===== config.mk =====
export PLATFORM = sky130hd
export DESIGN_NAME = averaged_moisture_pump_hysteresis
export DESIGN_NICKNAME = d
export VERILOG_FILES = /design/src/rtl/amph_pkg.sv /design/src/rtl/amph_divider.sv /design/src/rtl/averaged_moisture_pump_hysteresis.sv
export VERILOG_INCLUDE_DIRS = /design/src /design/src/rtl
export SDC_FILE = /design/constraint.sdc
export NUM_CORES = 2
export LEC_CHECK = 0
export ABC_AREA = 1
export BUFFER_PORTS_ARGS = -buffer_cell sky130_fd_sc_hd__buf_2
export CAP_MARGIN = 20
export CORE_ASPECT_RATIO = 1.4
export CORE_UTILIZATION = 43
export CTS_CLUSTER_SIZE = 14
export DETAILED_ROUTE_END_ITERATION = 16
export GPL_TIMING_DRIVEN = 0
export PLACE_DENSITY_LB_ADDON = 0.1
export SETUP_SLACK_MARGIN = 0.02
export SLEW_MARGIN = 20
export SYNTH_ARGS = -nofsm -noshare
export SYNTH_HDL_FRONTEND = slang
export SYNTH_SLANG_ARGS = --single-unit

===== constraint.sdc =====
create_clock -name clk_i -period 8.1 [get_ports clk_i]
set_input_delay 0.405 -clock clk_i [delete_from_list [all_inputs] [get_ports clk_i]]
set_output_delay 0.405 -clock clk_i [all_outputs]
set_load 0.02 [all_outputs]

===== src/rtl/averaged_moisture_pump_hysteresis_macros.svh =====
`ifndef AVERAGED_MOISTURE_PUMP_HYSTERESIS_MACROS_SVH
`define AVERAGED_MOISTURE_PUMP_HYSTERESIS_MACROS_SVH

// Assertion shorthands. Both expect clk_i and rst_ni in the enclosing scope.

// A property that must hold at every clock edge outside reset.
`define AMPH_ASSERT(lbl, prop, msg) \
  lbl: assert property (@(posedge clk_i) disable iff (!rst_ni) (prop)) else $error(msg);

// A condition that must be followed by a consequence in the next cycle.
`define AMPH_ASSERT_NEXT(lbl, ante, cons, msg) \
  lbl: assert property (@(posedge clk_i) disable iff (!rst_ni) (ante) |=> (cons)) \
    else $error(msg);

`endif


===== src/rtl/amph_pkg.sv =====
package amph_pkg;

  // Field widths.
  localparam int unsigned RAW_W     = 16;
  localparam int unsigned LVL_W     = 16;
  localparam int unsigned DES_W     = 15;
  localparam int unsigned CFG_IDX_W = 3;
  localparam int unsigned CFG_DAT_W = 16;

  // Default window length.
  localparam int unsigned WINDOW_DEF = 5;

  // Shared divider: dividend magnitude and divisor widths, step counter width.
  localparam int unsigned MAG_W  = 32;
  localparam int unsigned DVS_W  = 16;
  localparam int unsigned STEP_W = $clog2(MAG_W + 1);

  // Multiplier operand width (signed) and product width.
  localparam int unsigned MUL_W  = 17;
  localparam int unsigned PROD_W = 2 * MUL_W;

  // floor(x / 5) for x below 2**17 equals (x * RECIP_5) >> RECIP_SH.
  localparam int unsigned THR_X_W  = DES_W + 2;
  localparam int unsigned RECIP_W  = 16;
  localparam logic [RECIP_W-1:0] RECIP_5 = 16'd52429;
  localparam int unsigned RECIP_SH = 18;

  // Register reset values.
  localparam logic signed [LVL_W-1:0] OUT_LOW_RST  = 16'sd0;
  localparam logic signed [LVL_W-1:0] OUT_HIGH_RST = 16'sd100;
  localparam logic [RAW_W-1:0]        IN_LOW_RST   = 16'd236;
  localparam logic [RAW_W-1:0]        IN_HIGH_RST  = 16'd655;
  localparam logic [DES_W-1:0]        DESIRED_RST  = 15'd50;

  typedef enum logic [CFG_IDX_W-1:0] {
    REG_OUT_LOW     = 3'd0,
    REG_OUT_HIGH    = 3'd1,
    REG_IN_LOW      = 3'd2,
    REG_IN_HIGH     = 3'd3,
    REG_MAP_INVERSE = 3'd4,
    REG_DESIRED     = 3'd5
  } amph_reg_e;

  typedef enum logic [3:0] {
    ST_IDLE,
    ST_AVG_START,
    ST_AVG_WAIT,
    ST_MAP_PREP,
    ST_MUL_BASE,
    ST_MUL_SPAN,
    ST_SUM,
    ST_MAP_START,
    ST_MAP_WAIT,
    ST_FINISH
  } amph_state_e;

  typedef struct packed {
    logic              start;
    logic [STEP_W-1:0] steps;
  } div_ctrl_t;

  typedef struct packed {
    logic busy;
    logic done;
  } div_stat_t;

endpackage


===== src/rtl/amph_divider.sv =====
module amph_divider #(
  parameter int unsigned DVD_W = amph_pkg::MAG_W,
  parameter int unsigned DVS_W = amph_pkg::DVS_W
) (
  input  logic                clk_i,
  input  logic                rst_ni,
  input  amph_pkg::div_ctrl_t ctrl_i,
  input  logic [DVD_W-1:0]    dividend_i,
  input  logic [DVS_W-1:0]    divisor_i,
  output amph_pkg::div_stat_t status_o,
  output logic [DVD_W-1:0]    quotient_o
);
  import amph_pkg::*;

  logic [DVS_W-1:0]  rem_q;
  logic [DVS_W-1:0]  divisor_q;
  logic [DVD_W-1:0]  dvd_q;
  logic [STEP_W-1:0] cnt_q;
  logic              done_q;
  logic [DVS_W:0]    trial;
  logic [DVS_W:0]    diff;
  logic              fits;
  logic [DVS_W-1:0]  rem_d;

  // One restoring step: the quotient bit shifts in at the bottom of the
  // dividend register, so a left-aligned dividend yields the quotient there.
  always_comb begin
    trial = {rem_q, dvd_q[DVD_W-1]};
    diff  = trial - {1'b0, divisor_q};
    fits  = (trial >= {1'b0, divisor_q});
    rem_d = fits ? diff[DVS_W-1:0] : trial[DVS_W-1:0];
  end

  always_ff @(posedge clk_i or negedge rst_ni) begin
    if (!rst_ni) begin
      cnt_q  <= '0;
      done_q <= 1'b0;
    end else if (ctrl_i.start) begin
      cnt_q  <= ctrl_i.steps;
      done_q <= 1'b0;
    end else begin
      done_q <= (cnt_q == STEP_W'(1));
      if (cnt_q != '0) begin
        cnt_q <= cnt_q - STEP_W'(1);
      end
    end
  end

  always_ff @(posedge clk_i) begin
    if (ctrl_i.start) begin
      rem_q     <= '0;
      dvd_q     <= dividend_i;
      divisor_q <= divisor_i;
    end else if (cnt_q != '0) begin
      rem_q <= rem_d;
      dvd_q <= {dvd_q[DVD_W-2:0], fits};
    end
  end

  assign status_o.busy = (cnt_q != '0);
  assign status_o.done = done_q;
  assign quotient_o    = dvd_q;

endmodule


===== src/rtl/averaged_moisture_pump_hysteresis.sv =====
// Soil moisture conditioner. Each raw capacitance item enters a window of the
// last WINDOW samples; the block reports the truncated running average over
// the samples seen so far (up to WINDOW), that average clamped to
// [in_low, in_high] and mapped linearly (or inversely when map_inverse is set)
// onto [out_low, out_high] with the quotient truncated toward zero, and a pump
// drive with hysteresis: it switches on when the scaled level falls below
// 60 percent of desired_level (floored) and off when it rises above
// desired_level. An empty input range (in_high <= in_low) yields out_low.
// The block handles one item at a time. How long an item takes is set mostly
// by the shared serial divider, which yields one quotient bit per cycle and
// runs twice per item, first for the average and then for the 32-bit map
// quotient; a single shared multiplier forms the two map products in
// consecutive cycles. An empty input range skips the map and its second
// division. The next item can be accepted in the cycle after the result is
// loaded. in_stall_o stays high from acceptance until the result is loaded
// into the output register, and a new item is accepted while that result
// still waits to be taken. Configuration writes are always ready; they are
// meant to be made while the block is idle.

`include "averaged_moisture_pump_hysteresis_macros.svh"

module averaged_moisture_pump_hysteresis #(
  parameter int unsigned WINDOW = amph_pkg::WINDOW_DEF
) (
  input  logic                                    clk_i,
  input  logic                                    rst_ni,
  // Input items.
  input  logic                                    in_valid_i,
  output logic                                    in_stall_o,
  input  logic [amph_pkg::RAW_W-1:0]              raw_sample_i,
  // Result items.
  output logic                                    out_valid_o,
  input  logic                                    out_stall_i,
  output logic [amph_pkg::RAW_W-1:0]              averaged_raw_o,
  output logic signed [amph_pkg::LVL_W-1:0]       scaled_level_o,
  output logic                                    pump_on_o,
  // Configuration writes.
  input  logic                                    cfg_valid_i,
  output logic                                    cfg_ready_o,
  input  logic [amph_pkg::CFG_IDX_W-1:0]          cfg_index_i,
  input  logic [amph_pkg::CFG_DAT_W-1:0]          cfg_data_i
);
  import amph_pkg::*;

  // Window bookkeeping widths. The sum of WINDOW 16-bit samples needs
  // clog2(WINDOW) extra bits; the fill count must hold WINDOW itself.
  localparam int unsigned SLOT_W = (WINDOW > 1) ? $clog2(WINDOW) : 1;
  localparam int unsigned FILL_W = $clog2(WINDOW + 1);
  localparam int unsigned SUM_W  = RAW_W + $clog2(WINDOW);
  localparam int unsigned NUM_W  = PROD_W + 1;

  // Configuration registers.
  logic signed [LVL_W-1:0] out_low_q;
  logic signed [LVL_W-1:0] out_high_q;
  logic [RAW_W-1:0]        in_low_q;
  logic [RAW_W-1:0]        in_high_q;
  logic                    map_inverse_q;
  logic [DES_W-1:0]        desired_q;
  logic [DES_W-1:0]        thresh_q;

  // Control state.
  amph_state_e             state_q, state_d;
  logic [FILL_W-1:0]       fill_q;
  logic [SLOT_W-1:0]       slot_q;
  logic [SUM_W-1:0]        sum_q;
  logic                    out_valid_q;
  logic                    pump_q;

  // Sample window, written once per item, read at the current slot.
  logic [RAW_W-1:0]        win_q [WINDOW];

  // Datapath registers.
  logic [RAW_W-1:0]        avg_q;
  logic [RAW_W-1:0]        off_q;
  logic [RAW_W-1:0]        den_q;
  logic signed [MUL_W-1:0] span_q;
  logic signed [PROD_W-1:0] p_base_q;
  logic signed [PROD_W-1:0] p_span_q;
  logic signed [NUM_W-1:0] num_q;
  logic                    neg_q;
  logic signed [LVL_W-1:0] scaled_q;
  logic [RAW_W-1:0]        out_avg_q;
  logic signed [LVL_W-1:0] out_scaled_q;

  // Combinational helpers.
  logic                    in_accept;
  logic                    out_free;
  logic                    win_full;
  logic                    range_empty;
  logic [SUM_W-1:0]        sum_d;
  logic [RAW_W-1:0]        clamp_x;
  logic [THR_X_W-1:0]      thr_x;
  logic [THR_X_W+RECIP_W-1:0] thr_prod;
  logic signed [MUL_W-1:0] mul_a;
  logic signed [MUL_W-1:0] mul_b;
  logic signed [PROD_W-1:0] mul_p;
  logic signed [NUM_W-1:0] num_abs;
  logic [MAG_W-1:0]        div_dividend;
  logic [DVS_W-1:0]        div_divisor;
  logic [MAG_W-1:0]        div_quot;
  div_ctrl_t               div_ctrl;
  div_stat_t               div_stat;
  logic                    pump_d;
  logic                    load_out;

  assign in_accept   = in_valid_i && !in_stall_o;
  assign out_free    = !out_valid_q || !out_stall_i;
  assign win_full    = (fill_q == FILL_W'(WINDOW));
  assign range_empty = (in_high_q <= in_low_q);
  assign cfg_ready_o = 1'b1;

  // ---------------------------------------------------------------------------
  // Configuration registers. The pump-on threshold floor(0.6 * desired) is
  // derived here by a reciprocal multiply and kept in a register of its own.
  // ---------------------------------------------------------------------------
  always_ff @(posedge clk_i or negedge rst_ni) begin
    if (!rst_ni) begin
      out_low_q     <= OUT_LOW_RST;
      out_high_q    <= OUT_HIGH_RST;
      in_low_q      <= IN_LOW_RST;
      in_high_q     <= IN_HIGH_RST;
      map_inverse_q <= 1'b0;
      desired_q     <= DESIRED_RST;
    end else if (cfg_valid_i && cfg_ready_o) begin
      case (amph_reg_e'(cfg_index_i))
        REG_OUT_LOW:     out_low_q     <= $signed(cfg_data_i[LVL_W-1:0]);
        REG_OUT_HIGH:    out_high_q    <= $signed(cfg_data_i[LVL_W-1:0]);
        REG_IN_LOW:      in_low_q      <= cfg_data_i[RAW_W-1:0];
        REG_IN_HIGH:     in_high_q     <= cfg_data_i[RAW_W-1:0];
        REG_MAP_INVERSE: map_inverse_q <= cfg_data_i[0];
        REG_DESIRED:     desired_q     <= cfg_data_i[DES_W-1:0];
        default: ;
      endcase
    end
  end

  always_comb begin
    thr_x    = THR_X_W'(desired_q) + THR_X_W'({desired_q, 1'b0});
    thr_prod = thr_x * RECIP_5;
  end

  always_ff @(posedge clk_i) begin
    thresh_q <= thr_prod[RECIP_SH +: DES_W];
  end

  // ---------------------------------------------------------------------------
  // Sequencer: next state.
  // ---------------------------------------------------------------------------
  always_comb begin
    state_d = state_q;
    case (state_q)
      ST_IDLE:      if (in_accept) state_d = ST_AVG_START;
      ST_AVG_START: state_d = ST_AVG_WAIT;
      ST_AVG_WAIT: begin
        if (div_stat.done) begin
          state_d = range_empty ? ST_FINISH : ST_MAP_PREP;
        end
      end
      ST_MAP_PREP:  state_d = ST_MUL_BASE;
      ST_MUL_BASE:  state_d = ST_MUL_SPAN;
      ST_MUL_SPAN:  state_d = ST_SUM;
      ST_SUM:       state_d = ST_MAP_START;
      ST_MAP_START: state_d = ST_MAP_WAIT;
      ST_MAP_WAIT:  if (div_stat.done) state_d = ST_FINISH;
      ST_FINISH:    if (out_free) state_d = ST_IDLE;
      default:      state_d = ST_IDLE;
    endcase
  end

  // ---------------------------------------------------------------------------
  // Sequencer: outputs toward the shared divider and multiplier.
  // ---------------------------------------------------------------------------
  always_comb begin
    in_stall_o     = (state_q != ST_IDLE);
    load_out       = (state_q == ST_FINISH) && out_free;
    div_ctrl.start = 1'b0;
    div_ctrl.steps = STEP_W'(MAG_W);
    // The average is left-aligned so that only SUM_W steps are needed.
    div_dividend   = MAG_W'(sum_q) << (MAG_W - SUM_W);
    div_divisor    = DVS_W'(fill_q);
    mul_a          = MUL_W'(map_inverse_q ? out_high_q : out_low_q);
    mul_b          = $signed({1'b0, den_q});
    case (state_q)
      ST_AVG_START: begin
        div_ctrl.start = 1'b1;
        div_ctrl.steps = STEP_W'(SUM_W);
      end
      ST_MUL_SPAN: begin
        mul_a = span_q;
        mul_b = $signed({1'b0, off_q});
      end
      ST_MAP_START: begin
        div_ctrl.start = 1'b1;
        div_dividend   = num_abs[MAG_W-1:0];
        div_divisor    = den_q;
      end
      default: ;
    endcase
  end

  assign mul_p = mul_a * mul_b;

  amph_divider #(
    .DVD_W (MAG_W),
    .DVS_W (DVS_W)
  ) u_divider (
    .clk_i      (clk_i),
    .rst_ni     (rst_ni),
    .ctrl_i     (div_ctrl),
    .dividend_i (div_dividend),
    .divisor_i  (div_divisor),
    .status_o   (div_stat),
    .quotient_o (div_quot)
  );

  // ---------------------------------------------------------------------------
  // Window update. The oldest sample leaves the sum only once the window has
  // filled; before that the slot simply tracks the fill count.
  // ---------------------------------------------------------------------------
  always_comb begin
    sum_d = sum_q - (win_full ? SUM_W'(win_q[slot_q]) : SUM_W'(0))
                  + SUM_W'(raw_sample_i);
  end

  always_ff @(posedge clk_i or negedge rst_ni) begin
    if (!rst_ni) begin
      state_q     <= ST_IDLE;
      fill_q      <= '0;
      slot_q      <= '0;
      sum_q       <= '0;
      out_valid_q <= 1'b0;
      pump_q      <= 1'b0;
    end else begin
      state_q <= state_d;
      if (in_accept) begin
        sum_q  <= sum_d;
        slot_q <= (slot_q == SLOT_W'(WINDOW - 1)) ? '0 : slot_q + SLOT_W'(1);
        if (!win_full) begin
          fill_q <= fill_q + FILL_W'(1);
        end
      end
      if (load_out) begin
        out_valid_q <= 1'b1;
        pump_q      <= pump_d;
      end else if (!out_stall_i) begin
        out_valid_q <= 1'b0;
      end
    end
  end

  always_ff @(posedge clk_i) begin
    if (in_accept) begin
      win_q[slot_q] <= raw_sample_i;
    end
  end

  // ---------------------------------------------------------------------------
  // Map datapath.
  // ---------------------------------------------------------------------------
  always_comb begin
    if (avg_q < in_low_q) begin
      clamp_x = in_low_q;
    end else if (avg_q > in_high_q) begin
      clamp_x = in_high_q;
    end else begin
      clamp_x = avg_q;
    end
    // The quotient lies between out_low and out_high, so the magnitude of the
    // numerator stays below 2**31 and fits the divider.
    num_abs = num_q[NUM_W-1] ? -num_q : num_q;
  end

  always_ff @(posedge clk_i) begin
    case (state_q)
      ST_AVG_WAIT: begin
        if (div_stat.done) begin
          avg_q    <= div_quot[RAW_W-1:0];
          scaled_q <= out_low_q;
        end
      end
      ST_MAP_PREP: begin
        off_q  <= clamp_x - in_low_q;
        den_q  <= in_high_q - in_low_q;
        span_q <= MUL_W'(out_high_q) - MUL_W'(out_low_q);
      end
      ST_MUL_BASE: p_base_q <= mul_p;
      ST_MUL_SPAN: p_span_q <= mul_p;
      ST_SUM: begin
        num_q <= map_inverse_q ? (NUM_W'(p_base_q) - NUM_W'(p_span_q))
                               : (NUM_W'(p_base_q) + NUM_W'(p_span_q));
      end
      ST_MAP_START: neg_q <= num_q[NUM_W-1];
      ST_MAP_WAIT: begin
        if (div_stat.done) begin
          scaled_q <= neg_q ? -$signed(div_quot[LVL_W-1:0])
                            : $signed(div_quot[LVL_W-1:0]);
        end
      end
      default: ;
    endcase
  end

  // Hysteresis: switching off above the target wins over switching on.
  always_comb begin
    if (scaled_q > $signed({1'b0, desired_q})) begin
      pump_d = 1'b0;
    end else if (scaled_q < $signed({1'b0, thresh_q})) begin
      pump_d = 1'b1;
    end else begin
      pump_d = pump_q;
    end
  end

  always_ff @(posedge clk_i) begin
    if (load_out) begin
      out_avg_q    <= avg_q;
      out_scaled_q <= scaled_q;
    end
  end

  assign out_valid_o    = out_valid_q;
  assign averaged_raw_o = out_avg_q;
  assign scaled_level_o = out_scaled_q;
  assign pump_on_o      = pump_q;

  // ---------------------------------------------------------------------------
  // Assertions.
  // ---------------------------------------------------------------------------
  `AMPH_ASSERT_NEXT(a_accept_blocks, in_accept, in_stall_o, "input taken while busy")
  `AMPH_ASSERT(a_slot_tracks_fill, !win_full |-> (FILL_W'(slot_q) == fill_q),
    "write slot and fill count disagree before the window is full")
  `AMPH_ASSERT(a_div_idle, (state_q == ST_IDLE) |-> !div_stat.busy,
    "divider still running while the block is idle")
  `AMPH_ASSERT(a_result_source, $rose(out_valid_q) |-> ($past(state_q) == ST_FINISH),
    "result raised outside the finish step")

endmodule

# Word level (Yosys, flattened, before mapping)
# Memories as Yosys holds them, arrays and structs flattened.
# Cells that the tools add are included.
# Widths: inputs -> output; s select.
word_totals:
  ff_bits: 414
  mem_bits_rw: 80
  inputBits: 40
  output_inout_bits: 36
  wordCells: 136
  n_memories: 1
op_classes:
  n_addsub: 14
  multipliers: 2
  order_cmp: 6
  eq_ne: 22
  mux: 35
  bitwise_logic: 1
  n_reduce_logical: 25
mem_list:
  columns: ["name", "depth", "width", "read_ports", "rd_clocked_by_memory_dff", "wr", "line", "source"]
  rows:
  - ["win_q", 5, 16, 1, 0, 1, "averaged_moisture_pump_hysteresis.sv:70", "logic [RAW_W-1:0] win_q [WINDOW];"]
op_table:
  columns: ["operator", "count"]
  rows:
  - ["$mux 16", 8]
  - ["$mux 32", 4]
  - ["$sub 16x16->16", 3]
  - ["$pmux 4 s10", 1]
  - ["$add 34x34->35", 1]
  - ["$mux 35", 1]
  - ["$sub 34x34->35", 1]
  - ["$mul 17x17->34", 1]
  - ["$mux 17", 2]
  - ["$mul 17x16->33 const B", 1]
  - ["$gt 16x16->1", 2]
  - ["$lt 16x16->1", 2]
  - ["$neg 32->32", 1]
  - ["$pmux 16 s2", 1]
  - ["$mux 4", 5]
  - ["$add 19x16->19", 1]
  - ["$sub 19x16->19", 1]
  - ["$mux 6", 3]
  - ["$reduce_and 2->1", 9]
  - ["$add 15x16->17", 1]
  - ["$ge 17x16->1", 1]
  - ["$sub 16x16->17", 1]
  - ["$eq 4x3->1 const B", 4]
  - ["$le 16x16->1", 1]
  - ["other kinds (26)", 49]

# Longest topological paths before layout
logic_depth:
  ltp_word: 5
  mapped_depth: 36
  mapped_depth_nobuf: 34

# Hierarchy
# Synthesis repeated with hierarchy kept, for this count alone.
hier_totals:
  hier_cells: 5416
  area_unflattened_um2: 45706.3
modules_own_cells:
  columns: ["mod", "n_inst", "cells_each", "area_per_inst_um2"]
  rows:
  - ["averaged_moisture_pump_hysteresis", 1, 4885, 41532.3]
  - ["amph_divider", 1, 531, 4174.0]

# Worst setup path after synthesis
# No wires, ideal clock.
synth_timing:
  path_type: "register to register"
  from: "register state_q[0]"
  to: "register p_base_q[31] (data pin)"
  setup_ps: 257
  arrival_time_ps: 6830
  t_required_ps: 7843
  setup_slack_ps: 1014
  path_stages_with_launch: 30
  period_less_slack_ps: 7086
  path_cell_list: "dfrtp_1 inv_1 nor2_2 inv_2 nor2_4 inv_2 buf_6 buf_6 o21ai_2 buf_2 nand2_1 fa_1 fa_1 inv_1 fa_1 fa_1 fa_1 inv_1 fa_1 inv_1 ha_1 nand2_1 inv_1 a21boi_0 o21a_1 nor2_1 nor3_1 nand2_1 nand2_1 nand2_1"
synth_between:
  elab_chain_len: 3
synth_rtl:
  columns: ["item", "line", "source"]
  rows:
  - ["start, declared", "averaged_moisture_pump_hysteresis.sv:62", "amph_state_e state_q, state_d;"]
  - ["start signal, assigned", "averaged_moisture_pump_hysteresis.sv:234", "state_q <= state_d;"]
  - ["$eq 4x3->1 (*)", "averaged_moisture_pump_hysteresis.sv:183", "case (state_q)"]
  - ["$mux 17 / $mux 16 (equally long branches)", "averaged_moisture_pump_hysteresis.sv:183", null]
  - ["$mul 17x17->34 (*)", "averaged_moisture_pump_hysteresis.sv:201", "assign mul_p = mul_a * mul_b;"]
  - ["via mul_p[31]", "averaged_moisture_pump_hysteresis.sv:96", "logic signed [PROD_W-1:0] mul_p;"]
  - ["end signal, assigned", "averaged_moisture_pump_hysteresis.sv:286", "ST_MUL_BASE: p_base_q <= mul_p;"]
  - ["end, declared", "averaged_moisture_pump_hysteresis.sv:77", "logic signed [PROD_W-1:0] p_base_q;"]
# The timed path passes the listed nets; every way through them passes the cells marked *.
# A chain may end at the register's enable or synchronous reset.

# Worst setup path after layout
layout_timing:
  from: "register state_q[0]"
  to: "register p_base_q[26] (data pin)"
# The elaborated chain is that of the path after synthesis.

==> reports/results.txt <==
DIE HEIGHT: 386 um
Setup ws final: 356 ps
Post-synthesis async set-or-reset flop share: 24.0%
Sinks on Clock Net: 492
Crit. End Element: register
Antenna viol nets, final: 0
Total core area: 104,000 um^2
Vias: 35,250
Final period utilization: 95.6%
Congestion Overflow GR: 0
RSZ-0062 raised after global routing: no
Via density: 5.15
Cell Area, Synth: 45,300 um^2
TritonCTS Buffers: 49
Worst Hold Class: in -> reg
Hold Crit Start: raw_sample_i[4]
Syn nets: 6,134
DP HPWL: 114 mm
RR Startpoint: state_q[0]
First-pass GRT wire length: 211 mm
Placed Area: 47,600 um^2
First-pass detailed-route iteration total: 9
Final Critical Period: 7740 ps
Initial antenna violation count: 0
Worst path required time: 8530 ps
Skew-Pair Late Insertion Delay: 650 ps
Global Route met2 Usage: 49.3%
Root Buffer: clkbuf_16
Setup crit start: state_q[0]
Initial Utilization: 43.5%
Synth cell types: 57
Leading area contributor after synthesis: edfxtp_1
Maximum fanout along the worst path: 10
Fmax: 129 MHz
Most common cell after layout, fill and taps aside: inv_1
Critical path's most frequent cell: fa_1
Setup Slack @ Placement: -799 ps
Die ar.: 107,000 um^2
Initial DRC count: 1,948
Clk buf depth: 3
Worst Tran Pin Value: 1130 ps
Share of layout cells above drive strength 1: 6.10%
YS warnings: 0
Final count of pins violating max slew: 0
CTS HTree Levels: 2
Main area contributors after synthesis: edfxtp_1 (23%), fa_1 (17%), ha_1 (12%)
Post-Route WL: 135 mm
Synth Instances: 5,287
Arr. time, crit path: 8170 ps
Overall Global Routing Usage: 25.9%
Finished Cell Area: 49,700 um^2
MaxCap Viol Count: 0
Slowest stage delay, CP: 570 ps
GR Util met1: 28.2%
Commonest cells after routing, fill and taps aside: inv_1 (1,086), nand2_1 (1,060), ha_1 (421), nor2_1 (402), fa_1 (383)
Io pins: 76
Clock transition at path regs: 70 ps
GR met3 Demand/Resource: 2.11%
Seq cells post-synth: 492
Nature of the critical path startpoint: register
Setup Viol. Count Final: 0
Layout Nets: 6,297
CTS tree: done
Die X: 276 um
Max stage delay cell, worst path: fa_1
Synth top area share: 22.7%
Final setup skew: 40.9 ps
Status: finished clean
Crit Path Category: reg -> reg
Rows: 140
Main synth FF type: edfxtp_1
Sequential area share after synthesis: 30.7%
Grt peak-use layer: met2
I/O Buffers: 74
Final core occ: 47.7%
Syn Area/Cell: 8.57 um^2
Slew HR: 24.8%
Avg WL per Cell: 19.8 um
Number of synthesized flops with an enable pin: 343
Routability Congestion: 0.951
Number of global-route vias before repair: 36,808
Largest net degree at the start of global routing: 88
Layout area overhead: 9.70%
DRC viols: 0
Final Hold Viols: 0
==> synthesized netlist by cell type (all sizes together) (2+ instances only) <==
library cell	count
buf	51
edfxtp	343
ha	422
nor3b	4
o211ai	23
nand3	185
a21o	26
o32ai	3
o31ai	9
a41oi	16
nand3b	24
or2	8
nor3	54
nor4	11
a31oi	22
nand2	1062
nand4	42
xor2	162
o21bai	21
xnor2	55
a21oi	247
nor2	416
inv	1101
dfxtp	31
a211oi	6
a31o	2
dfrtp	101
a22oi	16
dfstp	17
clkbuf	50
o21a	12
o221ai	4
a21boi	8
o22ai	8
and2	3
o21ai	331
fa	385
clkinv	2
==> per-layer routing <==
| layer | vias up | wire length, um |
|---|---|---|
| met1 | 17008 | 51600 |
| met5 | - | 0 |
| met2 | 748 | 70900 |
| li1 | 17191 | - |
| met4 | 0 | 8960 |
| met3 | 303 | 4010 |
==> final timing paths <==
path	endpoint	cells after the start	slack, ps
worst max-delay path	p_base_q[26]	28	360
worst min-delay path	win_q[4][4]	1	40
worst max register to register	p_base_q[26]	28	360
worst min register to register	scaled_level_o[0]	0	460
max in group asynchronous	in_low_q[5]	3	7050
min in group asynchronous	sum_q[14]	2	200
==> registers in the layout, indices dropped and copies added (netlist names), 17 cells and up <==
signal                cells
span_q                   17
num_q                    33
p_span_q                 34
p_base_q                 34
sum_q                    19
u_divider.quotient_o     32
win_q                    80
==> cell families after synthesis <==
group,Yosys count,synth area share (%)
flip-flops,492,30.7
AO/OA/AOI/OAI,756,9.82
adder cells (fa/ha/maj),807,28.7
XOR/XNOR,218,4.24
other,1,0.00828
buffers and inverters,1204,10.3
AND/OR/NAND/NOR,1809,16.3
==> through the flow <==
step	TNS, ps	hold WS (ps)	cells
finish	0	42.3	6841
global route	0	43.1	6840
CTS	0	11.4	6839
detailed placement	-13620	300	6725
global placement	-13300	431	6710
floorplan	0	109	5287
==> layout make-up <==
| class | instances | area (um^2) |
|---|---|---|
| clock inverters | 28 | 390 |
| diodes | 1 | 2.50 |
| multi-input cells | 3592 | 26900 |
| flip-flops and latches | 492 | 13900 |
| repair buffers | 111 | 802 |
| fillers | 10288 | 54500 |
| well taps | 1349 | 1690 |
| plain buffers | 101 | 509 |
| clock buffers | 64 | 1370 |
| inverters | 1103 | 4140 |
==> critical path, delay by kind of cell (launching register included) <==
family	cells	cell delay (ps)
AOI/OAI and AO/OA	2	510
and+or+nand+nor	8	1380
DFF	1	450
xor gates and xnor gates	1	300
buffers and inverters	10	1270
adders and majority gates	7	3570
==> what timing repair did <==
action,4_1_cts,5_1_grt
pin swaps,2,0
endpoints found under the setup margin,32,20
hold endpoints to repair,109,0
gates cloned,1,0
buffers inserted,5,1
gates resized for setup,3,16
hold buffers,16,0
Power is not shown: default switching activity piles up to over one toggle a cycle in this logic, so the estimate is an artifact.
